--- config.mk ---
export PLATFORM = sky130hd
export DESIGN_NAME = sqb_mac
export DESIGN_NICKNAME = d
export VERILOG_FILES = /design/src/sv/sqb_mac.sv
export SDC_FILE = /design/constraint.sdc
export NUM_CORES = 2
export LEC_CHECK = 0
export BUFFER_PORTS_ARGS = -buffer_cell sky130_fd_sc_hd__buf_2
export CORE_ASPECT_RATIO = 0.9
export CORE_MARGIN = 1.5
export CORE_UTILIZATION = 60
export DETAILED_ROUTE_END_ITERATION = 7
export PLACE_DENSITY = 0.76
export SETUP_SLACK_MARGIN = 0.5
export SLEW_MARGIN = 20
export SYNTH_ARGS = -nofsm -noshare
export SYNTH_HDL_FRONTEND = slang
export SYNTH_SLANG_ARGS = --single-unit
--- constraint.sdc ---
create_clock -name clk -period 9.69 [get_ports clk]
set_input_delay 1.4535 -clock clk [delete_from_list [all_inputs] [get_ports clk]]
set_output_delay 1.4535 -clock clk [all_outputs]
set_load 0.005 [all_outputs]
--- src/sv/sqb_mac.sv ---
// ----------------------------------------------------------------------------
// sqb_mac
// Shared Q16.16 multiply-accumulate: registered product, then wrapping sum.
// ----------------------------------------------------------------------------
module sqb_mac (
    input  logic               clk,
    input  logic               rst_n,
    input  logic               en,
    input  logic               in_valid,
    input  logic               first,
    input  logic signed [31:0] a,
    input  logic signed [31:0] b,
    output logic [31:0]        sum
);

    logic signed [63:0] prod_reg;
    logic               valid_reg;
    logic               first_reg;
    logic [31:0]        acc_reg;

    assign sum = (first_reg ? 32'd0 : acc_reg) + prod_reg[47:16];

    always_ff @(posedge clk or negedge rst_n)
    begin
        if (!rst_n)
        begin
            valid_reg <= 1'b0;
            first_reg <= 1'b0;
        end
        else if (en)
        begin
            valid_reg <= in_valid;
            first_reg <= first;
        end
    end

    always_ff @(posedge clk)
    begin
        if (en)
        begin
            prod_reg <= a * b;
            if (valid_reg)
            begin
                acc_reg <= sum;
            end
        end
    end

endmodule

==> flow_metrics.env <==
export IMPL_status="completed"
export IMPL_tightest_slew_ps=834
export IMPL_gr_total_overflow=0
export IMPL_rsz0062_at_grt="no"
export IMPL_h_tree_depth=3
export IMPL_synthTopCellsByCount="fa_1, inv_1, nand2_1, and2_1, ha_1"
export IMPL_avgSynthCellArea_um2=9.53
export IMPL_cts_resized=0
export IMPL_synth_edff_count=64
export IMPL_vias=22600
export IMPL_grt_pass1_wl_um=136000
export IMPL_drive_gt1_share_pct=4.86
export IMPL_cts_hold_buf=0
export IMPL_hold_viol=0
export IMPL_dieArea_mm2=0.0550
export IMPL_slew_headroom_pct=44.2
export IMPL_worstPathMaxFanout=24
export IMPL_ys_seq_area_share_pct=6.13
export IMPL_synth_cell_types=55
export IMPL_grt_total_usage_pct=32.3
export IMPL_crit_top_cell="fa_1"
export IMPL_routed_wl_um=84100
export IMPL_required_ps=9760
export IMPL_start_kind="input pin"
export IMPL_clk_transition_reported_paths_ps=60
export IMPL_crit_family="adder cells"
export IMPL_layout_area_seq_mm2=0.00197
export IMPL_areaGrowthSynthToFinish_pct=4.16
export IMPL_cp_arrival_ps=8930
export IMPL_slew_viol_final=0
export IMPL_first_global_vias=25600
export IMPL_fin_crit_sh_pct=91.5
export IMPL_synth_area_leaders="fa_1, inv_1, and2_1"
export IMPL_clock_sinks=66
export IMPL_chipHeight_um=223
export IMPL_drc=0
export IMPL_synth_seq_cells=66
export IMPL_die_w_um=247
export IMPL_port_buffers=100
export IMPL_slowest_stage="fa_1"
export IMPL_wire_per_inst_um=20.8
export IMPL_yosys_area_top_type="fa_1"
export IMPL_placed_cells=4036
export IMPL_viasPerCell=5.59
export IMPL_hp_class="reg2reg"
export IMPL_clock_path_buffers=2
export IMPL_fp_row_count=80
export IMPL_syn_inst=3377
export IMPL_fillers=4380
export IMPL_fp_coreArea_mm2=0.0530
export IMPL_initial_core_util_pct=60.8
export IMPL_grt_start_max_net_pins=36
export IMPL_antenna_found_initial=1
export IMPL_hpwl_um=70300
export IMPL_yosysWarnings=0
export IMPL_cts_made_buffers=9
export IMPL_finalNonFillerCells=4052
export IMPL_layout_nets=4452
export IMPL_clock_skew_ps=8.55
export IMPL_syn_num_nets=4479
export IMPL_gp_congestion=0.942
export IMPL_synth_most_common_cell="fa_1"
export IMPL_initialDrtViolationCount=1419
export IMPL_async_reset_ff_share_pct=3.03
export IMPL_antennaDiodeCount=0
export IMPL_io_pins=101
export IMPL_end_kind="flop"
export IMPL_synthFlopType="edfxtp_1"
export IMPL_clk_latency_ps=340
export IMPL_path_cells="buf_2 -> nand2_1 -> fa_1 -> fa_1 -> fa_1 -> fa_1 -> inv_1 -> fa_1 -> inv_1 -> fa_1 -> inv_1 -> fa_1 -> fa_1 -> ha_1 -> and3_1 -> nand4_1 -> a21oi_2 -> nor4_4 -> o41ai_4 -> a21o_4 -> a31oi_4 -> xnor2_1"
export IMPL_maxCapViolations=0
export IMPL_crit_type="in2reg"
export IMPL_dr_pass1_iters=6
export IMPL_yosysTopAreaCellShare_pct=52.2
export IMPL_fin_util_pct=63.3
export IMPL_max_stage_delay_ps=590
export IMPL_crit_buf_inv=4
export IMPL_cts_tree="built"
export IMPL_root_buffer="clkbuf_16"
export IMPL_ant_nets=0
export IMPL_fmax_mhz=113
export IMPL_fin_tns_setup_ps=0
export IMPL_period_needed_ps=8860
export IMPL_postCtsSetupRepairBufs=0
export IMPL_multiInputGateArea_mm2=0.0267
export IMPL_netlist_area_mm2=0.0322
export IMPL_setup_viol=0
## metal layers
metal	share of wire, %	GRT usage [%]	vias to the layer above
li1	-	-	9735
met1	41	44.0	11800
met2	47	53.2	906
met3	8.4	5.75	152
met4	3.0	9.66	0
met5	0	0	-
## layout by cell type, fill, tap and decap left out, types with 31 or more instances in the layout
cell / instances
buf_2: 100
inv_1: 773
nor2_1: 31
edfxtp_1: 64
fa_1: 839
and2_1: 430
xnor2_1: 81
a21oi_1: 55
ha_1: 194
nor2b_1: 47
nand2_1: 490
buf_4: 31
## path summary, 6_finish.rpt
path	start	to	slack, ps	cells past startpoint
max	a[16]	prod_reg[47]$_DFFE_PP_	830	22
min	valid_reg$_DFFE_PN0P_	valid_reg$_DFFE_PN0P_	510	1
max reg2reg	first_reg$_DFFE_PN0P_	acc_reg[20]$_DFFE_PP_	6240	14
min reg2reg	valid_reg$_DFFE_PN0P_	valid_reg$_DFFE_PN0P_	510	1
max in group asynchronous	rst_n	valid_reg$_DFFE_PN0P_	8700	1
min in group asynchronous	rst_n	first_reg$_DFFE_PN0P_	900	1
## area by class of cell
cell class | instances | area share [%]
well taps | 697 | 2.60
multi-input cells | 2369 | 79.6
clock inverters | 7 | 0.422
clock buffers | 9 | 0.672
repair buffers | 131 | 2.19
inverters | 773 | 8.66
flip-flops and latches | 66 | 5.88
## kinds of logic after synthesis
logic type      synth area share, %
xor+xnor                       2.78
flops                          6.13
compound gates                 3.71
simple gates                   16.6
mux                          0.0700
fa+ha+maj                      59.8
buf+inv                        11.0
## stage by stage
step	cell area, µm²	setup WS [ps]	hold slack (ps)
final	33500	828	506
after global routing	33500	563	532
after CTS	33500	848	509
after detailed placement	33100	513	519
after global placement	33100	634	483
after floorplan	32200	1470	472
Power is left out: the tool's default activity adds up to more than one toggle a clock period on the data nets, which glitch-free logic cannot reach.
